## src/rtl/spps_pkg.sv

```systemverilog
// shared types and constants for the scripted pad playback sequencer
// used by spps_ctrl, spps_dp and scripted_pad_playback_sequencer_top
package spps_pkg;

    localparam int TABLE_DEPTH = 32;
    localparam int TBL_AW      = $clog2(TABLE_DEPTH);
    localparam int TBL_CW      = $clog2(TABLE_DEPTH + 1);
    localparam int POLL_W      = 25;
    localparam int DFLT_W      = 23;
    localparam logic [DFLT_W-1:0] DFLT_TIMEOUT = 23'd3600;
    localparam logic [4:0] MODE_MASK = 5'h1F;

    localparam logic [2:0] CMD_HOLD = 3'd0;
    localparam logic [2:0] CMD_WAIT = 3'd1;
    localparam logic [2:0] CMD_LOG  = 3'd2;
    localparam logic [2:0] CMD_SHOT = 3'd3;
    localparam logic [2:0] CMD_QUIT = 3'd4;

    typedef enum logic [3:0] {
        RES_OVERRIDE = 4'd0,
        RES_PASS     = 4'd1,
        RES_LOG      = 4'd2,
        RES_SHOT     = 4'd3,
        RES_QUIT     = 4'd4,
        RES_TIMEOUT  = 4'd5,
        RES_COMPLETE = 4'd6,
        RES_LOAD_OK  = 4'd7,
        RES_LOAD_REJ = 4'd8
    } t_res_kind;

    typedef enum logic [1:0] {
        PH_LOADING = 2'd0,
        PH_RUNNING = 2'd1,
        PH_DONE    = 2'd2
    } t_phase;

    typedef enum logic [2:0] {
        ST_IDLE,
        ST_DISPATCH,
        ST_APPEND,
        ST_FETCH,
        ST_EXEC,
        ST_COMPLETE,
        ST_PAD
    } t_state;

    typedef struct packed {
        logic      capture;
        logic      append;
        logic      start;
        logic      set_done;
        logic      mem_rd;
        logic      advance;
        logic      hold_run;
        logic      wait_run;
        logic      wait_neutral;
        logic      push;
        t_res_kind push_kind;
        logic      push_last;
    } t_dp_cmd;

    typedef struct packed {
        logic       slot_free;
        logic       func;
        logic       phase_done;
        logic       append_ok;
        logic       at_end;
        logic [2:0] cmd_kind;
        logic       hold_skip;
        logic       mode_match;
        logic       wait_timeout;
        logic       pad_set;
    } t_dp_sts;

endpackage

```

## src/rtl/spps_ctrl.sv

```systemverilog
// control state machine: walks the command table one entry at a time
// depends on spps_pkg; drives spps_dp through t_dp_cmd
module spps_ctrl import spps_pkg::*; (
    input  logic    i_clk,
    input  logic    i_rst_n,
    input  logic    i_in_valid,
    output logic    o_in_ready,
    input  t_dp_sts i_sts,
    output t_dp_cmd o_cmd
);

    t_state r_state;
    t_state n_state;

    always_ff @(posedge i_clk) begin
        if (!i_rst_n) begin
            r_state <= ST_IDLE;
        end else begin
            r_state <= n_state;
        end
    end

    always_comb begin
        n_state    = r_state;
        o_cmd      = '0;
        o_in_ready = 1'b0;
        case (r_state)
            ST_IDLE: begin
                o_in_ready = 1'b1;
                if (i_in_valid) begin
                    o_cmd.capture = 1'b1;
                    n_state       = ST_DISPATCH;
                end
            end
            ST_DISPATCH: begin
                if (!i_sts.func) begin
                    n_state = ST_APPEND;
                end else begin
                    o_cmd.start = 1'b1;
                    n_state     = i_sts.phase_done ? ST_PAD : ST_FETCH;
                end
            end
            ST_APPEND: begin
                if (i_sts.slot_free) begin
                    o_cmd.push      = 1'b1;
                    o_cmd.push_kind = i_sts.append_ok ? RES_LOAD_OK : RES_LOAD_REJ;
                    o_cmd.push_last = 1'b1;
                    o_cmd.append    = i_sts.append_ok;
                    n_state         = ST_IDLE;
                end
            end
            ST_FETCH: begin
                if (i_sts.at_end) begin
                    n_state = ST_COMPLETE;
                end else begin
                    o_cmd.mem_rd = 1'b1;
                    n_state      = ST_EXEC;
                end
            end
            ST_EXEC: begin
                case (i_sts.cmd_kind)
                    CMD_HOLD: begin
                        if (i_sts.hold_skip) begin
                            o_cmd.advance = 1'b1;
                            n_state       = ST_FETCH;
                        end else begin
                            o_cmd.hold_run = 1'b1;
                            n_state        = ST_PAD;
                        end
                    end
                    CMD_WAIT: begin
                        if (i_sts.mode_match) begin
                            o_cmd.wait_neutral = 1'b1;
                            o_cmd.advance      = 1'b1;
                            n_state            = ST_FETCH;
                        end else if (i_sts.wait_timeout) begin
                            if (i_sts.slot_free) begin
                                o_cmd.push         = 1'b1;
                                o_cmd.push_kind    = RES_TIMEOUT;
                                o_cmd.wait_neutral = 1'b1;
                                o_cmd.advance      = 1'b1;
                                n_state            = ST_FETCH;
                            end
                        end else begin
                            o_cmd.wait_neutral = 1'b1;
                            o_cmd.wait_run     = 1'b1;
                            n_state            = ST_PAD;
                        end
                    end
                    CMD_LOG, CMD_SHOT, CMD_QUIT: begin
                        if (i_sts.slot_free) begin
                            o_cmd.push    = 1'b1;
                            o_cmd.advance = 1'b1;
                            n_state       = ST_FETCH;
                            case (i_sts.cmd_kind)
                                CMD_LOG:  o_cmd.push_kind = RES_LOG;
                                CMD_SHOT: o_cmd.push_kind = RES_SHOT;
                                default:  o_cmd.push_kind = RES_QUIT;
                            endcase
                        end
                    end
                    default: begin
                        o_cmd.advance = 1'b1;
                        n_state       = ST_FETCH;
                    end
                endcase
            end
            ST_COMPLETE: begin
                if (i_sts.slot_free) begin
                    o_cmd.push      = 1'b1;
                    o_cmd.push_kind = RES_COMPLETE;
                    o_cmd.set_done  = 1'b1;
                    n_state         = ST_PAD;
                end
            end
            ST_PAD: begin
                if (i_sts.slot_free) begin
                    o_cmd.push      = 1'b1;
                    o_cmd.push_kind = i_sts.pad_set ? RES_OVERRIDE : RES_PASS;
                    o_cmd.push_last = 1'b1;
                    n_state         = ST_IDLE;
                end
            end
            default: begin
                n_state = ST_IDLE;
            end
        endcase
    end

endmodule

```

## src/rtl/spps_dp.sv

```systemverilog
// datapath: command table memory, pointers, poll counter, pad and output registers
// depends on spps_pkg; steered by spps_ctrl through t_dp_cmd
module spps_dp import spps_pkg::*; (
    input  logic                i_clk,
    input  logic                i_rst_n,
    input  t_dp_cmd             i_cmd,
    output t_dp_sts             o_sts,
    input  logic                i_cfg_we,
    input  logic [DFLT_W-1:0]   i_cfg_wdata,
    input  logic                i_func,
    input  logic [2:0]          i_cmd_kind,
    input  logic [15:0]         i_cmd_buttons,
    input  logic signed [7:0]   i_cmd_stick_x,
    input  logic signed [7:0]   i_cmd_stick_y,
    input  logic signed [23:0]  i_cmd_frames,
    input  logic [7:0]          i_cmd_target_mode,
    input  logic [7:0]          i_cmd_tag,
    input  logic [7:0]          i_game_mode,
    input  logic                i_out_ready,
    output logic                o_out_valid,
    output logic [3:0]          o_kind,
    output logic [15:0]         o_pad_buttons,
    output logic signed [7:0]   o_pad_stick_x,
    output logic signed [7:0]   o_pad_stick_y,
    output logic [7:0]          o_event_tag,
    output logic [4:0]          o_seen_mode,
    output logic                o_last
);

    logic [34:0] r_ctl_mem [TABLE_DEPTH];
    logic [39:0] r_pad_mem [TABLE_DEPTH];
    logic [34:0] r_ctl_rd;
    logic [39:0] r_pad_rd;

    logic        r_func;
    logic [2:0]  r_kind_in;
    logic [15:0] r_btn_in;
    logic [7:0]  r_x_in;
    logic [7:0]  r_y_in;
    logic [23:0] r_frames_in;
    logic [7:0]  r_target_in;
    logic [7:0]  r_tag_in;
    logic [4:0]  r_mode;

    logic [DFLT_W-1:0]        r_dflt;
    logic [TBL_CW-1:0]        r_count;
    logic [TBL_CW-1:0]        r_ptr;
    logic signed [POLL_W-1:0] r_cnt;
    t_phase                   r_phase;
    logic                     r_pad_set;
    logic [15:0]              r_pb;
    logic [7:0]               r_px;
    logic [7:0]               r_py;

    logic        r_out_valid;
    t_res_kind   r_out_kind;
    logic [15:0] r_out_btn;
    logic [7:0]  r_out_x;
    logic [7:0]  r_out_y;
    logic [7:0]  r_out_tag;
    logic [4:0]  r_out_seen;
    logic        r_out_last;

    logic [15:0] n_out_btn;
    logic [7:0]  n_out_x;
    logic [7:0]  n_out_y;
    logic [7:0]  n_out_tag;
    logic [4:0]  n_out_seen;

    logic signed [POLL_W-1:0] frames_s;
    logic signed [POLL_W-1:0] hold_next;
    logic signed [POLL_W-1:0] wait_next;
    logic signed [POLL_W-1:0] limit;
    logic [7:0]               want;
    logic                     slot_free;

    assign frames_s  = POLL_W'(signed'(r_ctl_rd[31:8]));
    assign want      = r_ctl_rd[7:0];
    assign hold_next = (r_cnt < 0) ? frames_s - POLL_W'(1) : r_cnt - POLL_W'(1);
    assign wait_next = (r_cnt < 0) ? POLL_W'(1) : r_cnt + POLL_W'(1);
    assign limit     = (frames_s > 0) ? frames_s : signed'(POLL_W'(r_dflt));
    assign slot_free = !r_out_valid || i_out_ready;

    always_comb begin
        o_sts              = '0;
        o_sts.slot_free    = slot_free;
        o_sts.func         = r_func;
        o_sts.phase_done   = (r_phase == PH_DONE);
        o_sts.append_ok    = (r_phase == PH_LOADING) && (r_count < TBL_CW'(TABLE_DEPTH))
                             && (r_kind_in inside {[CMD_HOLD:CMD_QUIT]});
        o_sts.at_end       = (r_ptr >= r_count);
        o_sts.cmd_kind     = r_ctl_rd[34:32];
        o_sts.hold_skip    = (frames_s <= 0);
        o_sts.mode_match   = ({3'b000, r_mode} == want);
        o_sts.wait_timeout = (wait_next >= limit);
        o_sts.pad_set      = r_pad_set;
    end

    // input word capture
    always_ff @(posedge i_clk) begin
        if (i_cmd.capture) begin
            r_func      <= i_func;
            r_kind_in   <= i_cmd_kind;
            r_btn_in    <= i_cmd_buttons;
            r_x_in      <= i_cmd_stick_x;
            r_y_in      <= i_cmd_stick_y;
            r_frames_in <= i_cmd_frames;
            r_target_in <= i_cmd_target_mode;
            r_tag_in    <= i_cmd_tag;
            r_mode      <= i_game_mode[4:0] & MODE_MASK;
        end
    end

    // command table
    always_ff @(posedge i_clk) begin
        if (i_cmd.append) begin
            r_ctl_mem[r_count[TBL_AW-1:0]] <= {r_kind_in, r_frames_in, r_target_in};
            r_pad_mem[r_count[TBL_AW-1:0]] <= {r_btn_in, r_x_in, r_y_in, r_tag_in};
        end
        if (i_cmd.mem_rd) begin
            r_ctl_rd <= r_ctl_mem[r_ptr[TBL_AW-1:0]];
            r_pad_rd <= r_pad_mem[r_ptr[TBL_AW-1:0]];
        end
    end

    always_ff @(posedge i_clk) begin
        if (!i_rst_n) begin
            r_dflt <= DFLT_TIMEOUT;
        end else if (i_cfg_we) begin
            r_dflt <= i_cfg_wdata;
        end
    end

    // playback control state
    always_ff @(posedge i_clk) begin
        if (!i_rst_n) begin
            r_count   <= '0;
            r_ptr     <= '0;
            r_cnt     <= '1;
            r_phase   <= PH_LOADING;
            r_pad_set <= 1'b0;
        end else begin
            if (i_cmd.append) begin
                r_count <= r_count + 1'b1;
            end
            if (i_cmd.start) begin
                r_pad_set <= 1'b0;
                if (r_phase == PH_LOADING) begin
                    r_phase <= PH_RUNNING;
                    r_ptr   <= '0;
                    r_cnt   <= '1;
                end
            end
            if (i_cmd.set_done) begin
                r_phase <= PH_DONE;
            end
            if (i_cmd.wait_neutral) begin
                r_pad_set <= 1'b1;
            end
            if (i_cmd.wait_run) begin
                r_cnt <= wait_next;
            end
            if (i_cmd.hold_run) begin
                r_pad_set <= 1'b1;
                if (hold_next <= 0) begin
                    r_ptr <= r_ptr + 1'b1;
                    r_cnt <= '1;
                end else begin
                    r_cnt <= hold_next;
                end
            end
            if (i_cmd.advance) begin
                r_ptr <= r_ptr + 1'b1;
                r_cnt <= '1;
            end
        end
    end

    // pad values of the current poll
    always_ff @(posedge i_clk) begin
        if (i_cmd.wait_neutral) begin
            r_pb <= '0;
            r_px <= '0;
            r_py <= '0;
        end else if (i_cmd.hold_run) begin
            r_pb <= r_pad_rd[39:24];
            r_px <= r_pad_rd[23:16];
            r_py <= r_pad_rd[15:8];
        end
    end

    // result word register
    always_ff @(posedge i_clk) begin
        if (!i_rst_n) begin
            r_out_valid <= 1'b0;
        end else if (i_cmd.push) begin
            r_out_valid <= 1'b1;
        end else if (i_out_ready) begin
            r_out_valid <= 1'b0;
        end
    end

    always_comb begin
        n_out_btn  = '0;
        n_out_x    = '0;
        n_out_y    = '0;
        n_out_tag  = '0;
        n_out_seen = '0;
        case (i_cmd.push_kind)
            RES_OVERRIDE: begin
                n_out_btn = r_pb;
                n_out_x   = r_px;
                n_out_y   = r_py;
            end
            RES_LOG, RES_SHOT: begin
                n_out_tag = r_pad_rd[7:0];
            end
            RES_TIMEOUT: begin
                n_out_tag  = want;
                n_out_seen = r_mode;
            end
            default: begin
                n_out_tag = '0;
            end
        endcase
    end

    always_ff @(posedge i_clk) begin
        if (i_cmd.push) begin
            r_out_kind <= i_cmd.push_kind;
            r_out_last <= i_cmd.push_last;
            r_out_btn  <= n_out_btn;
            r_out_x    <= n_out_x;
            r_out_y    <= n_out_y;
            r_out_tag  <= n_out_tag;
            r_out_seen <= n_out_seen;
        end
    end

    assign o_out_valid   = r_out_valid;
    assign o_kind        = r_out_kind;
    assign o_pad_buttons = r_out_btn;
    assign o_pad_stick_x = r_out_x;
    assign o_pad_stick_y = r_out_y;
    assign o_event_tag   = r_out_tag;
    assign o_seen_mode   = r_out_seen;
    assign o_last        = r_out_last;

endmodule

```

## src/rtl/scripted_pad_playback_sequencer_top.sv

```systemverilog
// top level of the scripted pad playback sequencer
// depends on spps_pkg, spps_ctrl and spps_dp
//
//  channel   handshake                   payload
//  input     i_in_valid / o_in_ready     i_func, i_cmd_*, i_game_mode
//  output    o_out_valid / i_out_ready   o_kind, o_pad_*, o_event_tag, o_seen_mode, o_last
//  config    i_cfg_we                    i_cfg_wdata (default wait timeout)
//
// an append goes through the dispatch and append states; a poll goes through dispatch,
// then fetch and exec for each table entry walked, complete when the script ends in it,
// then pad; each entry is fetched through the registered read of the command table
// one word in flight at a time; ready returns once the final result word is registered
// a stalled output holds the sequencer in place; the next word may enter while it waits
// synchronous active-low reset clears the table count, pointer, phase and output valid
module scripted_pad_playback_sequencer_top import spps_pkg::*; (
    input  logic                i_clk,
    input  logic                i_rst_n,
    input  logic                i_cfg_we,
    input  logic [DFLT_W-1:0]   i_cfg_wdata,
    input  logic                i_in_valid,
    output logic                o_in_ready,
    input  logic                i_func,
    input  logic [2:0]          i_cmd_kind,
    input  logic [15:0]         i_cmd_buttons,
    input  logic signed [7:0]   i_cmd_stick_x,
    input  logic signed [7:0]   i_cmd_stick_y,
    input  logic signed [23:0]  i_cmd_frames,
    input  logic [7:0]          i_cmd_target_mode,
    input  logic [7:0]          i_cmd_tag,
    input  logic [7:0]          i_game_mode,
    output logic                o_out_valid,
    input  logic                i_out_ready,
    output logic [3:0]          o_kind,
    output logic [15:0]         o_pad_buttons,
    output logic signed [7:0]   o_pad_stick_x,
    output logic signed [7:0]   o_pad_stick_y,
    output logic [7:0]          o_event_tag,
    output logic [4:0]          o_seen_mode,
    output logic                o_last
);

    t_dp_cmd dp_cmd;
    t_dp_sts dp_sts;

    spps_ctrl u_ctrl (
        .i_clk      (i_clk),
        .i_rst_n    (i_rst_n),
        .i_in_valid (i_in_valid),
        .o_in_ready (o_in_ready),
        .i_sts      (dp_sts),
        .o_cmd      (dp_cmd)
    );

    spps_dp u_dp (
        .i_clk             (i_clk),
        .i_rst_n           (i_rst_n),
        .i_cmd             (dp_cmd),
        .o_sts             (dp_sts),
        .i_cfg_we          (i_cfg_we),
        .i_cfg_wdata       (i_cfg_wdata),
        .i_func            (i_func),
        .i_cmd_kind        (i_cmd_kind),
        .i_cmd_buttons     (i_cmd_buttons),
        .i_cmd_stick_x     (i_cmd_stick_x),
        .i_cmd_stick_y     (i_cmd_stick_y),
        .i_cmd_frames      (i_cmd_frames),
        .i_cmd_target_mode (i_cmd_target_mode),
        .i_cmd_tag         (i_cmd_tag),
        .i_game_mode       (i_game_mode),
        .i_out_ready       (i_out_ready),
        .o_out_valid       (o_out_valid),
        .o_kind            (o_kind),
        .o_pad_buttons     (o_pad_buttons),
        .o_pad_stick_x     (o_pad_stick_x),
        .o_pad_stick_y     (o_pad_stick_y),
        .o_event_tag       (o_event_tag),
        .o_seen_mode       (o_seen_mode),
        .o_last            (o_last)
    );

    a_one_word_at_a_time: assert property (@(posedge i_clk) disable iff (!i_rst_n)
        (i_in_valid && o_in_ready) |=> !o_in_ready)
        else $error("input accepted while a word is in progress");

    a_pad_zero_off_override: assert property (@(posedge i_clk) disable iff (!i_rst_n)
        (o_out_valid && (o_kind != RES_OVERRIDE)) |->
        (o_pad_buttons == 16'd0 && o_pad_stick_x == 8'sd0 && o_pad_stick_y == 8'sd0))
        else $error("pad fields set on a non-override result");

    a_load_result_is_last: assert property (@(posedge i_clk) disable iff (!i_rst_n)
        (o_out_valid && (o_kind == RES_LOAD_OK || o_kind == RES_LOAD_REJ)) |-> o_last)
        else $error("append result not marked last");

endmodule

```

## config.mk

```make
export PLATFORM = sky130hd
export DESIGN_NAME = scripted_pad_playback_sequencer_top
export DESIGN_NICKNAME = d
export VERILOG_FILES = /design/src/rtl/spps_pkg.sv /design/src/rtl/spps_ctrl.sv /design/src/rtl/spps_dp.sv /design/src/rtl/scripted_pad_playback_sequencer_top.sv
export SDC_FILE = /design/constraint.sdc
export NUM_CORES = 2
export LEC_CHECK = 0
export BUFFER_PORTS_ARGS = -buffer_cell sky130_fd_sc_hd__buf_2
export CAP_MARGIN = 30
export CORE_ASPECT_RATIO = 0.7
export CORE_UTILIZATION = 40
export DETAILED_ROUTE_END_ITERATION = 10
export PLACE_DENSITY = 0.62
export SLEW_MARGIN = 5
export SYNTH_ARGS = -nofsm -noshare
export SYNTH_HDL_FRONTEND = slang
export SYNTH_SLANG_ARGS = --single-unit
```

## constraint.sdc

```tcl
create_clock -name i_clk -period 11.2 [get_ports i_clk]
set_clock_uncertainty 0.05 [all_clocks]
set_input_delay 0.56 -clock i_clk [delete_from_list [all_inputs] [get_ports i_clk]]
set_output_delay 0.56 -clock i_clk [all_outputs]
set_load 0.02 [all_outputs]
```

Word-level counts from Yosys, hierarchy flattened
Memory sizes are Yosys's and may differ from the RTL's. A register that Yosys moved wholly into a read port is not among the register bits.
Cells that the tools add are included.
Operators by class
  add/sub/neg operators: 5
  magnitude comparators: 9
  eq/ne operators: 18
  multiplexer cells: 72
  bitwise logic cells: 1
  reductions and logical operators: 24
Operators with widths (number)
  $mux 25: 8
  $mux 6: 8
  $mux 1: 29
  $mux 3: 9
  $add 25x2->25 const B: 1
  $ge 25x25->1: 1
  $le 25x1->1 const B: 1
  $lt 25x1->1 const B: 1
  $sub 24x2->25 const B: 1
  $sub 25x2->25 const B: 1
  $gt 24x1->1 const B: 1
  $le 24x1->1 const B: 1
  $mux 5: 4
  $pmux 5 s4: 1
  $pmux 3 s6: 1
  $pmux 8 s2: 1
  $add 6x1->6 const B: 2
  $eq 3x2->1 const B: 4
  $eq 3x3->1 const B: 4
  $pmux 5 s2: 1
  $pmux 3 s3: 1
  $reduce_bool 3->1: 3
  $eq 4x2->1 const B: 2
  $eq 5x8->1: 1
  other kinds (26): 42
Storage, ports and cells
  bits in registers: 230
  bits in writable memories: 2400
  input port bits: 112
  output and inout port bits: 52
  memories: 2
Memory list
  u_dp.r_pad_mem: words 32, bits a word 40, rd ports 1, clocked after memory_dff 1, write ports 1, line spps_dp.sv:31  | logic [39:0] r_pad_mem [TABLE_DEPTH];
  u_dp.r_ctl_mem: words 32, bits a word 35, rd ports 1, clocked after memory_dff 1, write ports 1, line spps_dp.sv:30  | logic [34:0] r_ctl_mem [TABLE_DEPTH];

Depth between registers and ports, before layout
  word-level depth: 10
  mapped depth: 19
  gate-level depth less buffers: 17

Hierarchy
A second synthesis with hierarchy kept.
Second synthesis, totals
  cell total of the unflattened synthesis: 4738
  area total of the unflattened synthesis: 104475.2 µm²
Modules (own cells, without submodules)
  spps_dp: instances 1, cells each 4654, area each 103864.6 µm², seq. area each 80176.9 µm²
  spps_ctrl: instances 1, cells each 84, area each 610.6 µm², seq. area each 60.1 µm²

Worst setup path after synthesis
No wires, ideal clock.
  path kind: reg-to-reg
  start point: register u_dp.r_ctl_rd[8] (read register of u_dp.r_ctl_mem)
  end point: register u_dp.r_out_tag[0], in the netlist u_dp.o_event_tag[0] (enable)
  data arrival time: 6336 ps
  required time: 10679 ps
  slack: 4343 ps
  stages on the path, launching flop included: 15
  path buffers: 1
  period minus slack after synthesis: 6857 ps
  cell sequence: edfxtp_1 > nor3_1 > nor3b_1 > a31oi_1 > clkbuf_1 > mux2i_1 > ha_1 > nand4_1 > or4_1 > o2111a_1 > o21a_1 > nand2b_1 > nor3b_1 > nor2_1 > o211ai_1
RTL lines
  start: declaration: line spps_dp.sv:32  | logic [34:0] r_ctl_rd;
  end signal: assignment: line spps_dp.sv:235  | r_out_tag <= n_out_tag;
  end: declaration: line spps_dp.sv:60  | logic [7:0] r_out_tag;

==> flow_summary.rst <==
.. list-table::
   :header-rows: 1

   * - Metric
     - Value
   * - Predominant post-synthesis flop cell
     - sky130_fd_sc_hd__edfxtp_1
   * - Deepest clock path buffer count
     - 4
   * - CP max-delay cell
     - sky130_fd_sc_hd__nor3b_1
   * - Final worst path period need
     - 6.30 ns
   * - Post-route setup slack
     - 4.90 ns
   * - Ratio of cells with drive above 1 in the final layout
     - between 20% and 30%
   * - CTS root buffer
     - sky130_fd_sc_hd__clkbuf_16
   * - Post-synth EDFFs
     - roughly 2.6k
   * - PnR Total Power
     - just over 20 mW
   * - Fmax
     - between 150 and 200 MHz
   * - Total GRT Usage
     - about a fifth
   * - Cts bufs inserted
     - ~270
   * - Global-route congestion overflow total
     - 0
   * - Setup repair after global routing missed its margin
     - false
   * - Crit path buf inv count
     - 2
   * - Sequential fraction of the synthesis area
     - between 70 and 80%
   * - Worst R2R Setup Slack
     - 4.90 ns
   * - Number of violations reported at the end of detailed-routing iteration 0
     - ~6.4k
   * - Ys async rst share
     - 0%
   * - Most common cell after layout, fill and taps aside
     - sky130_fd_sc_hd__edfxtp_1
   * - Worst slew margin relative to its limit
     - about 27%
   * - Count of final max-slew check failures
     - 0
   * - Standard-cell row count
     - ~160
   * - Lkg Pwr
     - between 30 and 40 nW
   * - Synth Instances
     - 4607
   * - Synthesized area
     - 0.104 mm^2
   * - DP Worst Slack
     - roughly 5 ns
   * - H-tree level count
     - 5
   * - First-pass iteration count of the detailed router
     - 6
   * - Synthesis warning total
     - 0
   * - Number of port buffers
     - between 150 and 200
   * - Register bit total from synthesis
     - approximately 2.7k
   * - Number of top-level pins
     - about 160
   * - Detail Placement HPWL
     - 140 mm
   * - Total die area
     - ~0.26 mm^2
   * - Pwr/cell area
     - 171 mW/mm^2
   * - Max VDD drop
     - around 0.00012 V
   * - Crit path required time
     - roughly 12 ns
   * - Growth of design area from synthesis to finish
     - 15.0%
   * - Aggregate routed wire length
     - about 260 mm
   * - Crit share post-route
     - a little under three fifths
   * - Via count of the first global-routing pass
     - 49.8k
   * - Largest net degree at the start of global routing
     - about 150
   * - Routability congestion estimate from global placement
     - between 0.8 and 0.9
   * - Critical path origin
     - u_dp.r_ctl_rd[8]
   * - DR vias
     - approximately 50k
   * - Startpoint class of the critical path
     - flip-flop
   * - Logic depth of the worst path, buffers included
     - 15
   * - Max-cap check violation count
     - 0
   * - Number of distinct library cells after synthesis
     - just under 70
   * - Number of nets in the final layout
     - approximately 5.2k
   * - Endpoint of the lowest-slack register-to-register path
     - u_dp.o_pad_stick_x[5]
   * - CTS tree
     - built
   * - Worst Path Class, Setup
     - reg2reg
   * - Area of the placeable core
     - 0.258 mm^2
   * - Total setup violations reported at the end of the flow
     - 0
   * - Largest fanout on the critical path
     - 50
   * - Data arrival time at the worst-slack endpoint
     - about 6.7 ns
   * - Number of remaining DRC errors
     - 0
   * - CP max stage delay
     - 0.91 ns
   * - Crit-path leading delay family
     - simple AND/OR/NAND/NOR gates
   * - Destination of the critical timing path
     - u_dp.o_pad_stick_x[5]
   * - Global-route wire length before repair
     - about 370 mm
   * - Transition time at the pin with the least slew margin
     - between 1 and 1.5 ns
   * - Setup TNS
     - 0 ns
   * - Most used cell along the critical path
     - sky130_fd_sc_hd__nor3b_1
   * - Critical Path End Type
     - flip-flop
   * - Initial core utilization
     - 40.3%
   * - Class of the most critical hold timing path
     - in2reg
   * - Antenna violations before repair
     - 16
   * - Cells resized by post-CTS repair
     - 0
   * - Hold violation count in the final report
     - 0
   * - Avg Cell Area, Syn
     - 22.6 um^2
   * - Highest-count cells in the layout ignoring fill and taps
     - sky130_fd_sc_hd__edfxtp_1, sky130_fd_sc_hd__mux4_2, sky130_fd_sc_hd__clkbuf_16
   * - Critical Path, Cell by Cell
     - nor3_1 > nor3b_1 > a31oi_4 > buf_16 > mux2i_1 > ha_1 > nand4_1 > or4_1 > o2111a_1 > o21a_1 > nand2b_1 > nor3b_1 > nor2_1 > o211ai_1 > buf_4
   * - Run status
     - completed
   * - Die span in x
     - around 610 um
   * - Worst reg-to-reg path cell count
     - 15
   * - Antenna Nets Post-Route
     - 0
   * - Vertical die dimension
     - 429 um
   * - Routed length per placed instance
     - approximately 30 um
   * - Detail-routed via count per cell
     - 5.75
   * - Number of clock sinks seen by CTS
     - about 2.7k
   * - Startpoint of the worst-slack reg-to-reg timing path
     - u_dp.r_ctl_rd[8]
   * - CTS clk-pin slew, worst paths
     - roughly 0.060 ns
   * - Worst skew pair latency
     - 0.84 ns
metal layers:
metal	up-vias	track usage, %	wire length (um)
met1	27300	30.6	117000
li1	20300	-	-
met2	2159	30.0	121000
met5	-	0	12
met3	333	3.02	19400
met4	2	3.90	4840
cell families after synthesis:
logic type / share of synthesized area, %
XOR/XNOR: 0.471
multiplexers: 17.8
AO/OA/AOI/OAI: 1.12
buffers and inverters: 0.935
other: 0.00360
AND/OR/NAND/NOR: 2.16
adder cells (fa/ha/maj): 0.469
flip-flops: 77.1
worst reg2reg max path: cells and delay by family, from the launching register on:
kind	cells	cell delay, ns
buffers and inverters	2	0.97
adders and majority gates	1	0.33
DFF	1	0.47
AOI/OAI and AO/OA	4	1.16
muxes	1	0.15
and+or+nand+nor	7	2.65
repair_timing:
item | 4_1_cts | 5_1_grt
setup buffers | 0 | 0
endpoints found under the hold margin | 103 | 0
hold buffers | 103 | 0
Yosys cell counts, types with 25 or more instances:
cell	number	share of area, %
sky130_fd_sc_hd__a21oi_1	100	0.48
sky130_fd_sc_hd__buf_1	56	0.20
sky130_fd_sc_hd__mux2i_1	71	0.68
sky130_fd_sc_hd__nor2_1	145	0.52
sky130_fd_sc_hd__mux2_2	80	0.87
sky130_fd_sc_hd__o21ai_0	25	0.12
sky130_fd_sc_hd__xnor2_1	33	0.28
sky130_fd_sc_hd__nand3_1	32	0.15
sky130_fd_sc_hd__ha_1	39	0.47
sky130_fd_sc_hd__dfxtp_1	99	1.9
sky130_fd_sc_hd__nand2_1	111	0.40
sky130_fd_sc_hd__mux4_2	750	16
sky130_fd_sc_hd__and2_1	43	0.26
sky130_fd_sc_hd__edfxtp_1	2606	75
sky130_fd_sc_hd__clkbuf_1	173	0.62
stage by stage:
stage	area, um^2	utilization [%]	instances	hold WS (ns)
2_1_floorplan	104000	-	4608	0.382
3_3_place_gp	110000	42.4	8114	0.392
3_5_place_dp	110000	42.5	8125	0.395
4_1_cts	119000	46.1	8688	0.00235
5_1_grt	120000	46.3	8711	0.0186
6_report	120000	46.3	8713	0.0735
worst min path at each step:
stage	cells after the start	from	end
finish	2	i_rst_n	u_dp.r_dflt[9]
global route	1	i_cmd_tag[4]	u_dp.r_tag_in[4]
CTS	1	i_cmd_tag[4]	u_dp.r_tag_in[4]
detailed placement	2	u_dp.r_pb[0]	u_dp.r_pb[0]
global placement	2	u_dp.r_pb[0]	u_dp.r_pb[0]
floorplan	2	u_dp.r_pb[0]	u_dp.r_pb[0]
where the power goes:
group	switching [mW]	total, mW	internal (mW)
sequential	0.174	11.4	11.2
combinational	0.199	0.352	0.153
clock	3.73	8.67	4.95
total	4.10	20.4	16.3
registers in the layout, indices dropped and copies added (netlist names), 16 cells and up:
register	flops
u_dp.r_pad_mem	1280
u_dp.r_ctl_mem	1120
u_dp.r_pad_rd	40
u_dp.r_ctl_rd	35
u_dp.r_cnt	25
u_dp.r_frames_in	24
u_dp.r_dflt	23
u_dp.o_pad_buttons	16
u_dp.r_btn_in	16
u_dp.r_pb	16
layout make-up:
class,instances,area [um^2]
clock buffer,347,7340
multi-input combinational,1649,23200
fill,21200,139000
timing repair buffer,399,3530
antenna,4,10.0
sequential,2705,80300
inverter,20,75.1
tap,3476,4350
clock inverter,113,938
No activity file was read; power rests on OpenSTA's default activity.
